===== src/ppt_pkg.sv =====
// shared types and constants for the pedal plausibility torque request unit
package ppt_pkg;

    localparam int unsigned RAW_W    = 16;
    localparam int unsigned PEDAL_W  = 10;
    localparam int unsigned LIMIT_W  = 12;
    localparam int unsigned TENTHS_W = 15;
    localparam int unsigned PROD_W   = 2 * RAW_W;
    localparam int unsigned CFG_IDX_W  = 3;
    localparam int unsigned CFG_DATA_W = 16;

    localparam logic [RAW_W-1:0]   PCT25_LEVEL       = 16'd160;
    localparam logic [RAW_W-1:0]   PCT5_LEVEL        = 16'd104;
    localparam logic [RAW_W-1:0]   BRAKE_LIGHT_LEVEL = 16'd50;
    localparam logic [LIMIT_W-1:0] LIMIT_CAP         = 12'd3000;

    // quotient bits produced by the divider, one per cycle
    localparam int unsigned DIV_STEPS = LIMIT_W;
    localparam int unsigned CNT_W     = $clog2(DIV_STEPS);

    typedef enum logic [CFG_IDX_W-1:0] {
        CFG_APPS_MIN     = 3'd0,
        CFG_APPS_MAX     = 3'd1,
        CFG_ACCEL_START  = 3'd2,
        CFG_WIDE_OPEN    = 3'd3,
        CFG_TORQUE_LIMIT = 3'd4,
        CFG_SECOND_RECIP = 3'd5,
        CFG_AGREE_MARGIN = 3'd6,
        CFG_HARD_BRAKE   = 3'd7
    } cfg_idx_t;

    typedef enum logic [5:0] {
        ST_IDLE  = 6'b000001,
        ST_MUL_S = 6'b000010,
        ST_EVAL  = 6'b000100,
        ST_MUL_T = 6'b001000,
        ST_DIV   = 6'b010000,
        ST_DONE  = 6'b100000
    } state_t;

endpackage


===== src/ppt_pedal_if.sv =====
// pedal sample channel
interface ppt_pedal_if;
    logic                      valid;
    logic                      ready;
    logic [ppt_pkg::RAW_W-1:0] pedal_a;
    logic [ppt_pkg::RAW_W-1:0] pedal_b;
    logic [ppt_pkg::RAW_W-1:0] brake_level;
    logic                      drive_active;

    modport source (output valid, pedal_a, pedal_b, brake_level, drive_active, input ready);
    modport sink (input valid, pedal_a, pedal_b, brake_level, drive_active, output ready);
endinterface


===== src/ppt_result_if.sv =====
// torque request result channel
interface ppt_result_if;
    logic                         valid;
    logic                         ready;
    logic [ppt_pkg::TENTHS_W-1:0] torque_tenths;
    logic                         sensor_fault;
    logic                         sensor_mismatch;
    logic                         brake_cut;
    logic                         brake_light;

    modport source (output valid, torque_tenths, sensor_fault, sensor_mismatch, brake_cut,
                    brake_light, input ready);
    modport sink (input valid, torque_tenths, sensor_fault, sensor_mismatch, brake_cut,
                  brake_light, output ready);
endinterface


===== src/ppt_cfg_if.sv =====
// configuration register write channel
interface ppt_cfg_if;
    logic                           valid;
    logic                           ready;
    logic [ppt_pkg::CFG_IDX_W-1:0]  index;
    logic [ppt_pkg::CFG_DATA_W-1:0] data;

    modport source (output valid, index, data, input ready);
    modport sink (input valid, index, data, output ready);
endinterface


===== src/pedal_plausibility_torque_request_unit.sv =====
// pedal plausibility check and torque request, shared multiplier and serial divider
//
// pedal: one word per sample (two accelerator readings, brake reading, drive flag).
// result: one word per sample with torque in tenths of Nm and the fault flags.
// cfg: register writes, always ready; write only while no sample is in flight.
// a sample is taken only when the sequencer is idle; it then runs through
// one multiply for the second sensor scaling, an evaluate step, and, when
// a torque ramp value is needed, a second multiply on the same multiplier and
// a restoring divide by the pedal span (one quotient bit a cycle).
// the sequencer takes a new word in the cycle after the result is loaded.
// the result sits in an output register until taken; a stalled receiver holds
// it there, and the next sample can be processed as far as the done state meanwhile.
// reset restores the default register values and sets the brake latch to
// torque allowed; no result is pending after reset.
module pedal_plausibility_torque_request_unit (
    input  logic       clk,
    input  logic       rst_n,
    ppt_pedal_if.sink  pedal,
    ppt_result_if.source result,
    ppt_cfg_if.sink    cfg
);

    ppt_pkg::state_t state_reg, state_next;

    // configuration
    logic [ppt_pkg::PEDAL_W-1:0] apps_min_reg, apps_max_reg, accel_start_reg, wide_open_reg;
    logic [ppt_pkg::PEDAL_W-1:0] agree_margin_reg;
    logic [ppt_pkg::LIMIT_W-1:0] torque_limit_reg;
    logic [ppt_pkg::RAW_W-1:0]   second_recip_reg, hard_brake_reg;

    logic brake_ok_reg, brake_ok_next;
    logic out_valid_reg, out_valid_next;
    logic [ppt_pkg::CNT_W-1:0] cnt_reg, cnt_next;

    // payload
    logic [ppt_pkg::RAW_W-1:0]    a_reg, b_reg, brk_reg;
    logic                         drive_reg;
    logic [ppt_pkg::PROD_W-1:0]   prod_reg, prod_next;
    logic [ppt_pkg::PEDAL_W-1:0]  x_reg, x_next;
    logic [ppt_pkg::PEDAL_W-1:0]  rem_reg, rem_next;
    logic [ppt_pkg::LIMIT_W-1:0]  div_reg, div_next;
    logic                         fault_reg, fault_next;
    logic                         mism_reg, mism_next;
    logic                         light_reg, light_next;
    logic [ppt_pkg::TENTHS_W-1:0] tenths_reg, tenths_next;
    logic                         o_fault_reg, o_mism_reg, o_cut_reg, o_light_reg;

    logic in_fire, out_load;

    // shared multiplier
    logic [ppt_pkg::RAW_W-1:0]  mul_a, mul_b;
    logic [ppt_pkg::PROD_W-1:0] product;

    // evaluate path
    logic [ppt_pkg::RAW_W-1:0]   s_val, diff, avg, x_full;
    logic [ppt_pkg::RAW_W:0]     sum;
    logic [ppt_pkg::RAW_W-1:0]   min_ext, max_ext, as_ext;
    logic                        in_range, mism, fault, hard, high25, low5, latch_new;
    logic [ppt_pkg::PEDAL_W-1:0] span;
    logic [ppt_pkg::LIMIT_W-1:0] lim;

    // divider step
    logic [ppt_pkg::PEDAL_W:0] trial;
    logic                      ge;

    assign pedal.ready  = (state_reg == ppt_pkg::ST_IDLE);
    assign cfg.ready    = 1'b1;
    assign in_fire      = pedal.valid && pedal.ready;
    assign out_load     = (state_reg == ppt_pkg::ST_DONE) && (!out_valid_reg || result.ready);

    assign result.valid           = out_valid_reg;
    assign result.torque_tenths   = tenths_reg;
    assign result.sensor_fault    = o_fault_reg;
    assign result.sensor_mismatch = o_mism_reg;
    assign result.brake_cut       = o_cut_reg;
    assign result.brake_light     = o_light_reg;

    assign span = wide_open_reg - accel_start_reg;
    assign lim  = (torque_limit_reg > ppt_pkg::LIMIT_CAP) ? ppt_pkg::LIMIT_CAP : torque_limit_reg;

    assign mul_a   = (state_reg == ppt_pkg::ST_MUL_T) ? ppt_pkg::RAW_W'(x_reg) : b_reg;
    assign mul_b   = (state_reg == ppt_pkg::ST_MUL_T) ? ppt_pkg::RAW_W'(lim) : second_recip_reg;
    assign product = ppt_pkg::PROD_W'(mul_a) * ppt_pkg::PROD_W'(mul_b);

    assign s_val   = prod_reg[ppt_pkg::PROD_W-1:ppt_pkg::RAW_W];
    assign min_ext = ppt_pkg::RAW_W'(apps_min_reg);
    assign max_ext = ppt_pkg::RAW_W'(apps_max_reg);
    assign as_ext  = ppt_pkg::RAW_W'(accel_start_reg);

    assign in_range = (a_reg > min_ext) && (a_reg < max_ext)
                   && (s_val > min_ext) && (s_val < max_ext);
    assign diff     = (a_reg >= s_val) ? (a_reg - s_val) : (s_val - a_reg);
    assign mism     = in_range && (diff > ppt_pkg::RAW_W'(agree_margin_reg));
    assign fault    = !in_range || mism;
    assign hard     = brk_reg > hard_brake_reg;
    assign high25   = (a_reg > ppt_pkg::PCT25_LEVEL) || (s_val > ppt_pkg::PCT25_LEVEL);
    assign low5     = (a_reg < ppt_pkg::PCT5_LEVEL) && (s_val < ppt_pkg::PCT5_LEVEL);

    always_comb
    begin
        latch_new = brake_ok_reg;
        if (drive_reg)
        begin
            if (hard && high25)
                latch_new = 1'b0;
            else if (low5)
                latch_new = 1'b1;
        end
    end

    assign sum    = {1'b0, a_reg} + {1'b0, s_val};
    assign avg    = sum[ppt_pkg::RAW_W:1];
    assign x_full = avg - as_ext;

    assign trial = {rem_reg, div_reg[ppt_pkg::LIMIT_W-1]};
    assign ge    = trial >= {1'b0, span};

    always_comb
    begin
        state_next     = state_reg;
        brake_ok_next  = brake_ok_reg;
        out_valid_next = out_valid_reg;
        cnt_next       = cnt_reg;
        prod_next      = prod_reg;
        x_next         = x_reg;
        rem_next       = rem_reg;
        div_next       = div_reg;
        fault_next     = fault_reg;
        mism_next      = mism_reg;
        light_next     = light_reg;
        tenths_next    = tenths_reg;

        if (out_valid_reg && result.ready)
            out_valid_next = 1'b0;

        case (state_reg)
            ppt_pkg::ST_IDLE:
            begin
                if (in_fire)
                    state_next = ppt_pkg::ST_MUL_S;
            end
            ppt_pkg::ST_MUL_S:
            begin
                prod_next  = product;
                state_next = ppt_pkg::ST_EVAL;
            end
            ppt_pkg::ST_EVAL:
            begin
                brake_ok_next = latch_new;
                fault_next    = fault;
                mism_next     = mism;
                light_next    = brk_reg > ppt_pkg::BRAKE_LIGHT_LEVEL;
                x_next        = x_full[ppt_pkg::PEDAL_W-1:0];
                if (!(drive_reg && !fault && latch_new) || (avg <= as_ext))
                begin
                    div_next   = '0;
                    state_next = ppt_pkg::ST_DONE;
                end
                else if ((wide_open_reg <= accel_start_reg)
                         || (x_full >= ppt_pkg::RAW_W'(span)))
                begin
                    // past wide open throttle, or no ramp span: clamp to the limit
                    div_next   = lim;
                    state_next = ppt_pkg::ST_DONE;
                end
                else
                    state_next = ppt_pkg::ST_MUL_T;
            end
            ppt_pkg::ST_MUL_T:
            begin
                // x < span, so the product fits 22 bits and the quotient 12
                rem_next   = product[ppt_pkg::LIMIT_W +: ppt_pkg::PEDAL_W];
                div_next   = product[ppt_pkg::LIMIT_W-1:0];
                cnt_next   = '0;
                state_next = ppt_pkg::ST_DIV;
            end
            ppt_pkg::ST_DIV:
            begin
                rem_next = ge ? ppt_pkg::PEDAL_W'(trial - {1'b0, span})
                              : trial[ppt_pkg::PEDAL_W-1:0];
                div_next = {div_reg[ppt_pkg::LIMIT_W-2:0], ge};
                cnt_next = cnt_reg + ppt_pkg::CNT_W'(1);
                if (cnt_reg == ppt_pkg::CNT_W'(ppt_pkg::DIV_STEPS - 1))
                    state_next = ppt_pkg::ST_DONE;
            end
            ppt_pkg::ST_DONE:
            begin
                if (out_load)
                begin
                    tenths_next    = ppt_pkg::TENTHS_W'({div_reg, 3'b000})
                                   + ppt_pkg::TENTHS_W'({div_reg, 1'b0});
                    out_valid_next = 1'b1;
                    state_next     = ppt_pkg::ST_IDLE;
                end
            end
            default:
            begin
                state_next = ppt_pkg::ST_IDLE;
            end
        endcase
    end

    always_ff @(posedge clk or negedge rst_n)
    begin
        if (!rst_n)
        begin
            state_reg        <= ppt_pkg::ST_IDLE;
            brake_ok_reg     <= 1'b1;
            out_valid_reg    <= 1'b0;
            cnt_reg          <= '0;
            apps_min_reg     <= 10'd20;
            apps_max_reg     <= 10'd900;
            accel_start_reg  <= 10'd190;
            wide_open_reg    <= 10'd290;
            torque_limit_reg <= 12'd230;
            second_recip_reg <= 16'd49276;
            agree_margin_reg <= 10'd37;
            hard_brake_reg   <= 16'd100;
        end
        else
        begin
            state_reg     <= state_next;
            brake_ok_reg  <= brake_ok_next;
            out_valid_reg <= out_valid_next;
            cnt_reg       <= cnt_next;
            if (cfg.valid && cfg.ready)
            begin
                case (ppt_pkg::cfg_idx_t'(cfg.index))
                    ppt_pkg::CFG_APPS_MIN:     apps_min_reg     <= cfg.data[ppt_pkg::PEDAL_W-1:0];
                    ppt_pkg::CFG_APPS_MAX:     apps_max_reg     <= cfg.data[ppt_pkg::PEDAL_W-1:0];
                    ppt_pkg::CFG_ACCEL_START:  accel_start_reg  <= cfg.data[ppt_pkg::PEDAL_W-1:0];
                    ppt_pkg::CFG_WIDE_OPEN:    wide_open_reg    <= cfg.data[ppt_pkg::PEDAL_W-1:0];
                    ppt_pkg::CFG_TORQUE_LIMIT: torque_limit_reg <= cfg.data[ppt_pkg::LIMIT_W-1:0];
                    ppt_pkg::CFG_SECOND_RECIP: second_recip_reg <= cfg.data;
                    ppt_pkg::CFG_AGREE_MARGIN: agree_margin_reg <= cfg.data[ppt_pkg::PEDAL_W-1:0];
                    ppt_pkg::CFG_HARD_BRAKE:   hard_brake_reg   <= cfg.data;
                    default:                   ;
                endcase
            end
        end
    end

    always_ff @(posedge clk)
    begin
        if (in_fire)
        begin
            a_reg     <= pedal.pedal_a;
            b_reg     <= pedal.pedal_b;
            brk_reg   <= pedal.brake_level;
            drive_reg <= pedal.drive_active;
        end
        prod_reg   <= prod_next;
        x_reg      <= x_next;
        rem_reg    <= rem_next;
        div_reg    <= div_next;
        fault_reg  <= fault_next;
        mism_reg   <= mism_next;
        light_reg  <= light_next;
        tenths_reg <= tenths_next;
        if (out_load)
        begin
            o_fault_reg <= fault_reg;
            o_mism_reg  <= mism_reg;
            o_cut_reg   <= !brake_ok_reg;
            o_light_reg <= light_reg;
        end
    end

endmodule


===== src/flat_wrapper.sv =====
// flat-port wrapper written by rule: the top's interface ports become plain ports
module pedal_plausibility_torque_request_unit_flat 
  (clk, rst_n, pedal_valid, pedal_pedal_a, pedal_pedal_b, pedal_brake_level, pedal_drive_active, pedal_ready, result_valid, result_torque_tenths, result_sensor_fault, result_sensor_mismatch, result_brake_cut, result_brake_light, result_ready, cfg_valid, cfg_index, cfg_data, cfg_ready);
  ppt_pedal_if pedal_i ();
  ppt_result_if result_i ();
  ppt_cfg_if cfg_i ();
  input  logic clk;
  input  logic rst_n;
  input wire logic [$bits(pedal_i.valid)-1:0] pedal_valid;
  input wire logic [$bits(pedal_i.pedal_a)-1:0] pedal_pedal_a;
  input wire logic [$bits(pedal_i.pedal_b)-1:0] pedal_pedal_b;
  input wire logic [$bits(pedal_i.brake_level)-1:0] pedal_brake_level;
  input wire logic [$bits(pedal_i.drive_active)-1:0] pedal_drive_active;
  output wire logic [$bits(pedal_i.ready)-1:0] pedal_ready;
  output wire logic [$bits(result_i.valid)-1:0] result_valid;
  output wire logic [$bits(result_i.torque_tenths)-1:0] result_torque_tenths;
  output wire logic [$bits(result_i.sensor_fault)-1:0] result_sensor_fault;
  output wire logic [$bits(result_i.sensor_mismatch)-1:0] result_sensor_mismatch;
  output wire logic [$bits(result_i.brake_cut)-1:0] result_brake_cut;
  output wire logic [$bits(result_i.brake_light)-1:0] result_brake_light;
  input wire logic [$bits(result_i.ready)-1:0] result_ready;
  input wire logic [$bits(cfg_i.valid)-1:0] cfg_valid;
  input wire logic [$bits(cfg_i.index)-1:0] cfg_index;
  input wire logic [$bits(cfg_i.data)-1:0] cfg_data;
  output wire logic [$bits(cfg_i.ready)-1:0] cfg_ready;
  assign pedal_i.valid = pedal_valid;
  assign pedal_i.pedal_a = pedal_pedal_a;
  assign pedal_i.pedal_b = pedal_pedal_b;
  assign pedal_i.brake_level = pedal_brake_level;
  assign pedal_i.drive_active = pedal_drive_active;
  assign pedal_ready = pedal_i.ready;
  assign result_valid = result_i.valid;
  assign result_torque_tenths = result_i.torque_tenths;
  assign result_sensor_fault = result_i.sensor_fault;
  assign result_sensor_mismatch = result_i.sensor_mismatch;
  assign result_brake_cut = result_i.brake_cut;
  assign result_brake_light = result_i.brake_light;
  assign result_i.ready = result_ready;
  assign cfg_i.valid = cfg_valid;
  assign cfg_i.index = cfg_index;
  assign cfg_i.data = cfg_data;
  assign cfg_ready = cfg_i.ready;
  pedal_plausibility_torque_request_unit u_core (.clk(clk), .rst_n(rst_n), .pedal(pedal_i), .result(result_i), .cfg(cfg_i));
endmodule

===== config.mk =====
export PLATFORM = sky130hd
export DESIGN_NAME = pedal_plausibility_torque_request_unit_flat
export DESIGN_NICKNAME = d
export VERILOG_FILES = /design/src/ppt_pkg.sv /design/src/ppt_pedal_if.sv /design/src/ppt_result_if.sv /design/src/ppt_cfg_if.sv /design/src/pedal_plausibility_torque_request_unit.sv /design/src/flat_wrapper.sv
export SDC_FILE = /design/constraint.sdc
export NUM_CORES = 1
export LEC_CHECK = 0
export ABC_CLOCK_PERIOD_IN_PS = 10100
export BUFFER_PORTS_ARGS = -buffer_cell sky130_fd_sc_hd__buf_2
export CORE_MARGIN = 4
export CORE_UTILIZATION = 50
export CTS_BUF_LIST = sky130_fd_sc_hd__clkbuf_8
export CTS_CLUSTER_DIAMETER = 200
export DETAILED_ROUTE_END_ITERATION = 6
export PLACE_DENSITY = 0.67
export SKIP_CTS_REPAIR_TIMING = 1
export SLEW_MARGIN = 25
export SYNTH_ARGS = -nofsm -noshare
export SYNTH_HDL_FRONTEND = slang
export SYNTH_SLANG_ARGS = --single-unit

===== constraint.sdc =====
create_clock -name clk -period 10.1 [get_ports clk]
set_input_delay 2.02 -clock clk [delete_from_list [all_inputs] [get_ports clk]]
set_output_delay 2.02 -clock clk [all_outputs]
set_load 0.05 [all_outputs]

Yosys cells after proc, flatten, opt, wreduce, memory -nomap -nowiden. Index checks and enable logic that the tools add are counted.

Register bits: 241. Bits in latches: 0. RAM bits: 0. Bits in read-only memories: 0. Bits of input ports: 73. Logic and storage cells: 129. Memories: 0.

Add/subtract/negate cells: 8. Multipliers: 1. Div/mod/pow operators: 0. Order comparisons: 17. Equality and inequality tests: 18. Shifts and indexed selects: 0. Mux-type cells: 22. Bitwise operators: 0. Reductions and logical operators: 35.

Operator list (number): $gt 16x10->1 (3); $mux 16 (3); $mux 12 (3); $pmux 12 s3 (1); $pmux 6 s6 (1); $gt 16x8->1 const B (2); $lt 16x10->1 (2); $lt 16x7->1 const B (2); $mul 16x16->32 (1); $sub 16x16->16 (2); $mux 6 (5); $pmux 10 s2 (1); $reduce_and 2->1 (10); $sub 10x10->10 (2); $add 16x16->17 (1); $ge 16x10->1 (1); $ge 16x16->1 (1); $gt 16x16->1 (1); $gt 16x6->1 const B (1); $le 16x10->1 (1); $sub 16x10->16 (1); $add 15x13->15 (1); $eq 3x3->1 const B (4); $gt 12x12->1 const B (1); 25 further kinds (50).

Longest topological paths before layout.
Depth in word-level cells: 13. Depth in mapped cells: 32. Depth with buffers taken out: 32.

Worst setup path after synthesis. No wires, ideal clock.

Kind: reg2reg. Start point: register u_core.torque_limit_reg[2] in the netlist's numbering. End point: register u_core.prod_reg[29] in the netlist's numbering (data pin). Data arrival time: 7.375 ns. Required time: 9.838 ns. Setup slack: 2.463 ns. Stages on the path, launching flop included: 30. Path through: dfstp_2 -> or3_1 -> a41oi_1 -> nor2_1 -> nor2_1 -> nor2_1 -> nor2_1 -> nor2_1 -> a21oi_1 -> nor2_1 -> fa_1 -> inv_1 -> fa_1 -> fa_1 -> inv_1 -> fa_1 -> fa_1 -> inv_1 -> fa_1 -> inv_1 -> ha_1 -> a21o_1 -> a211oi_1 -> o221ai_1 -> a221oi_1 -> o211ai_1 -> or4_1 -> a31oi_1 -> o21bai_1 -> xor2_1.

Cells in the longest elaborated chain, start to end: 4.

Ends and longest elaborated chain: start: declaration (line pedal_plausibility_torque_request_unit.sv:28) `logic [ppt_pkg::LIMIT_W-1:0] torque_limit_reg;`; start signal: assignment (line pedal_plausibility_torque_request_unit.sv:233) `ppt_pkg::CFG_TORQUE_LIMIT: torque_limit_reg <= cfg.data[ppt_pkg::LIMIT_W-1:0];`; $gt 12x12->1 (line pedal_plausibility_torque_request_unit.sv:79) `assign lim = (torque_limit_reg > ppt_pkg::LIMIT_CAP) ? ppt_pkg::LIMIT_CAP : torque_limit_reg;`; $mux 12 (*) (line pedal_plausibility_torque_request_unit.sv:79); $mux 16 (*) (line pedal_plausibility_torque_request_unit.sv:82) `assign mul_b = (state_reg == ppt_pkg::ST_MUL_T) ? ppt_pkg::RAW_W'(lim) : second_recip_reg;`; $mul 16x16->32 (*) (line pedal_plausibility_torque_request_unit.sv:83) `assign product = ppt_pkg::PROD_W'(mul_a) * ppt_pkg::PROD_W'(mul_b);`; via u_core.product, one bit (line pedal_plausibility_torque_request_unit.sv:52) `logic [ppt_pkg::PROD_W-1:0] product;`; end signal: assignment (line pedal_plausibility_torque_request_unit.sv:252) `prod_reg <= prod_next;`; end: declaration (line pedal_plausibility_torque_request_unit.sv:38) `logic [ppt_pkg::PROD_W-1:0] prod_reg, prod_next;`.

The timed path passes the listed nets; every way through them passes the cells marked *. A chain may end at the register's enable or synchronous reset.

Worst setup path after layout.
Start point: register u_core.state_reg[4]. End point: register u_core.prod_reg[29] in the netlist's numbering (data pin).

Cells in the longest elaborated chain, start to end: 3.

Ends and longest elaborated chain: start: declaration (line pedal_plausibility_torque_request_unit.sv:23) `ppt_pkg::state_t state_reg, state_next;`; start signal: assignment (line pedal_plausibility_torque_request_unit.sv:207) `state_reg <= ppt_pkg::ST_IDLE;`; start signal: assignment (line pedal_plausibility_torque_request_unit.sv:222) `state_reg <= state_next;`; $eq 6x4->1 (*) (line pedal_plausibility_torque_request_unit.sv:81, pedal_plausibility_torque_request_unit.sv:82); $mux 16 (on tied branches) (line pedal_plausibility_torque_request_unit.sv:81, pedal_plausibility_torque_request_unit.sv:82); $mul 16x16->32 (*) (line pedal_plausibility_torque_request_unit.sv:83); via u_core.product, one bit (line pedal_plausibility_torque_request_unit.sv:52).

Marks and branches as above.

==> impl_metrics.toml <==
[timing]
period_minus_slack_ps = 9040
grt_setup_unrepaired = "false"
final-setup-viol-count = 0
fmax_mhz = 111
worst_pin_slew_ps = 1090
slew_viol_final = 0
tns_ps = 0
slew_headroom = 0.268
fin_crit_sh = 0.895
hold_viol_final = 0
fin_skew_ps = 30.4

[die]
core-area_um2 = 45500
rows = 78
die-area_um2 = 49600
die_w_um = 223
io_pins = 95
start_util = 0.507
die_h_um = 223

[yosys]
synth_cells = 2421
yosys_warnings = 0
syn-num-nets = 2961
synth_ff_type = "edfxtp_1"
synth_cell_types = 80
yosys_register_bits = 224
synth-seq-area-share = 0.271
async_flop_share = 0.473
avgSynthCellArea_um2 = 9.52
synth_top_area_cell = "fa_1"
synth.area.top_cells = "fa_1 (17%), edfxtp_1 (15%), ha_1 (14%)"
synth_top_area_share = 0.175
syn_area_um2 = 23000
synth-edff-count = 118

[finish]
final_layout_size_suffix_gt1_frac = 0.117
final_nets = 3047
areaGrowthSynthToFinish_pct = 8.06
n_antenna_cell = 0
postLayoutCellArea_um2 = 24900

[critical_path]
r2r-end = "u_core.prod_reg[29]"
critical_path_class = "flop to flop"
reg2reg_slack_ps = 1060
reg2regPathDepth = 24
crit_arrival_ps = 9370
worstReg2RegStart = "u_core.state_reg[4]"
critPathCaptureType = "flop"
crit_start = "u_core.state_reg[4]"
critPathMaxFanout = 55
cp_data_required_time_ps = 10430
worstSetupStartpointType = "flop"
crit_end = "u_core.prod_reg[29]"

[place]
placed_cell_area_um2 = 24100
dp_hpwl_um = 49900
gp_congestion = 0.929
io_buffers = 92

[drt]
vias = 17755
route.met3.wl_um = 3810
dr.pass1.iters = 6
drt_iter0_markers = 1299
routed_via_density = 5.65
top_layer = "met4"
antenna_left = 0
wl_per_cell_um = 19.8
wl_met2_um = 28900
drc = 0
met1_length_um = 27100
routed_wl_um = 62000

[clock_tree]
clk_pin_slew_ps = 60
cts_tree = "built"
insertion_delay_ps = 600
clock-sinks = 224
cts_max_level = 2
cts-buffers-inserted = 41
root_buffer = "clkbuf_8"
clock_path_buffers = 3

[global_routing]
globalRoute.totalOverflow = 0
grt_max_degree = 71
grt_pass1_wl_um = 99000
grt_pass1_vias = 18208
antenna_found_initial = 3
grt_util_all_layers = 0.251

[min_path]
hold_class = "flop to flop"

[flow_run]
maxCapViolations = 0

[outcome]
status = "finished clean"
[how the worst min path moves through the flow]
stage | from | end | slack, ps | cells after the start
after global placement | u_core.mism_reg | u_core.result.sensor_mismatch | 410 | 0
final | u_core.mism_reg | u_core.result.sensor_mismatch | 440 | 0
after detailed placement | u_core.mism_reg | u_core.result.sensor_mismatch | 430 | 0
after CTS | u_core.mism_reg | u_core.result.sensor_mismatch | 440 | 0
after global routing | u_core.mism_reg | u_core.result.sensor_mismatch | 450 | 0
after floorplan | u_core.light_reg | u_core.result.brake_light | 400 | 0
[synth_stat cells, types with 10 or more instances]
cell,n
xnor2_1,62
o21ai_0,102
clkbuf_1,43
inv_1,390
nor4_1,16
nor2_1,136
edfxtp_1,118
dfrtp_1,71
nor2b_1,27
nor3b_1,10
dfstp_2,35
o21a_1,23
xor2_1,16
mux2i_1,29
and3_1,47
mux2_2,70
a211oi_1,17
a21o_1,30
ha_1,266
o211ai_1,15
o21ai_1,11
nor3_1,20
nand2_1,286
nand3_1,30
fa_1,201
o21bai_1,10
and2_1,19
nand2b_1,26
nand4_1,16
a21oi_1,112
[area by class of cell]
cell class | count | area (um2)
clock inverters | 35 | 188
multi-input cells | 1747 | 15100
repair buffers | 103 | 566
clock buffers | 41 | 564
well taps | 600 | 751
fillers | 4176 | 20600
flip-flops and latches | 224 | 6240
inverters | 390 | 1460
[layout by cell type (no fill, tap or decap), drive strengths merged, types with 7 or more instances in the layout]
cell,Yosys,final
buf,17,103
xor2,16,16
nand4,16,16
o211ai,15,15
ha,266,266
a22oi,9,9
mux2i,29,29
nor4,16,16
or2,10,10
nor2b,27,27
and4,7,7
clkinv,0,17
a21boi,7,7
fa,201,201
dfstp,35,35
o21a,23,23
a21o,30,30
inv,390,404
edfxtp,118,118
o21bai,11,11
or3,10,10
xnor2,62,62
and2,20,20
and3,47,47
a31oi,8,8
a21oi,113,113
nand2b,26,26
mux2,71,71
nor2,137,137
dfrtp,71,71
nand2,286,286
a211oi,17,17
nand3,30,30
o21ai,121,121
nor3,20,20
nor3b,10,10
clkbuf,43,41
a2111oi,7,7
[cell families (layout without fill, tap and decap cells)]
group                      Yosys count  count (layout)  share of synthesized area
other                                2               2                   0.000326
AOI/OAI and AO/OA                  420             420                      0.118
muxes                              100             100                     0.0473
buffers and inverters              450             569                     0.0750
adders and majority gates          467             467                      0.319
and+or+nand+nor                    680             680                      0.140
DFF                                224             224                      0.271
xor gates and xnor gates            78              78                     0.0296
[worst max-delay path, cell delays in order (launching register included)]
cell	delay, ps
dfrtp_1	420
nor4_1	360
nand3b_1	480
buf_4	480
o21ai_0	620
nand2_1	170
fa_1	590
fa_1	440
fa_1	520
inv_1	50
fa_1	460
fa_1	550
inv_1	50
fa_1	560
inv_1	50
ha_1	360
a21o_1	200
a211oi_1	260
o221ai_1	270
a221oi_1	710
o211ai_1	260
or4_1	470
a31oi_1	200
o21bai_1	90
xor2_1	150
[per-stage QoR]
stage	util	setup slack, ps	std cells	hold slack [ps]
final	0.548	1060	3140	437
after global routing	0.548	497	3140	455
after CTS	0.546	1160	3139	443
after detailed placement	0.530	1210	3063	430
after global placement	0.530	1490	3063	409
after floorplan	-	2460	2421	400
[metal layers]
| layer | GRT usage | vias up |
|---|---|---|
| met1 | 0.349 | 8737 |
| met2 | 0.409 | 568 |
| met4 | 0.0839 | 0 |
| met3 | 0.0345 | 115 |
| met5 | 0 | - |
| li1 | - | 8335 |
Power is left out: the tool's default activity adds up to more than one toggle a clock period on the data nets, which glitch-free logic cannot reach.
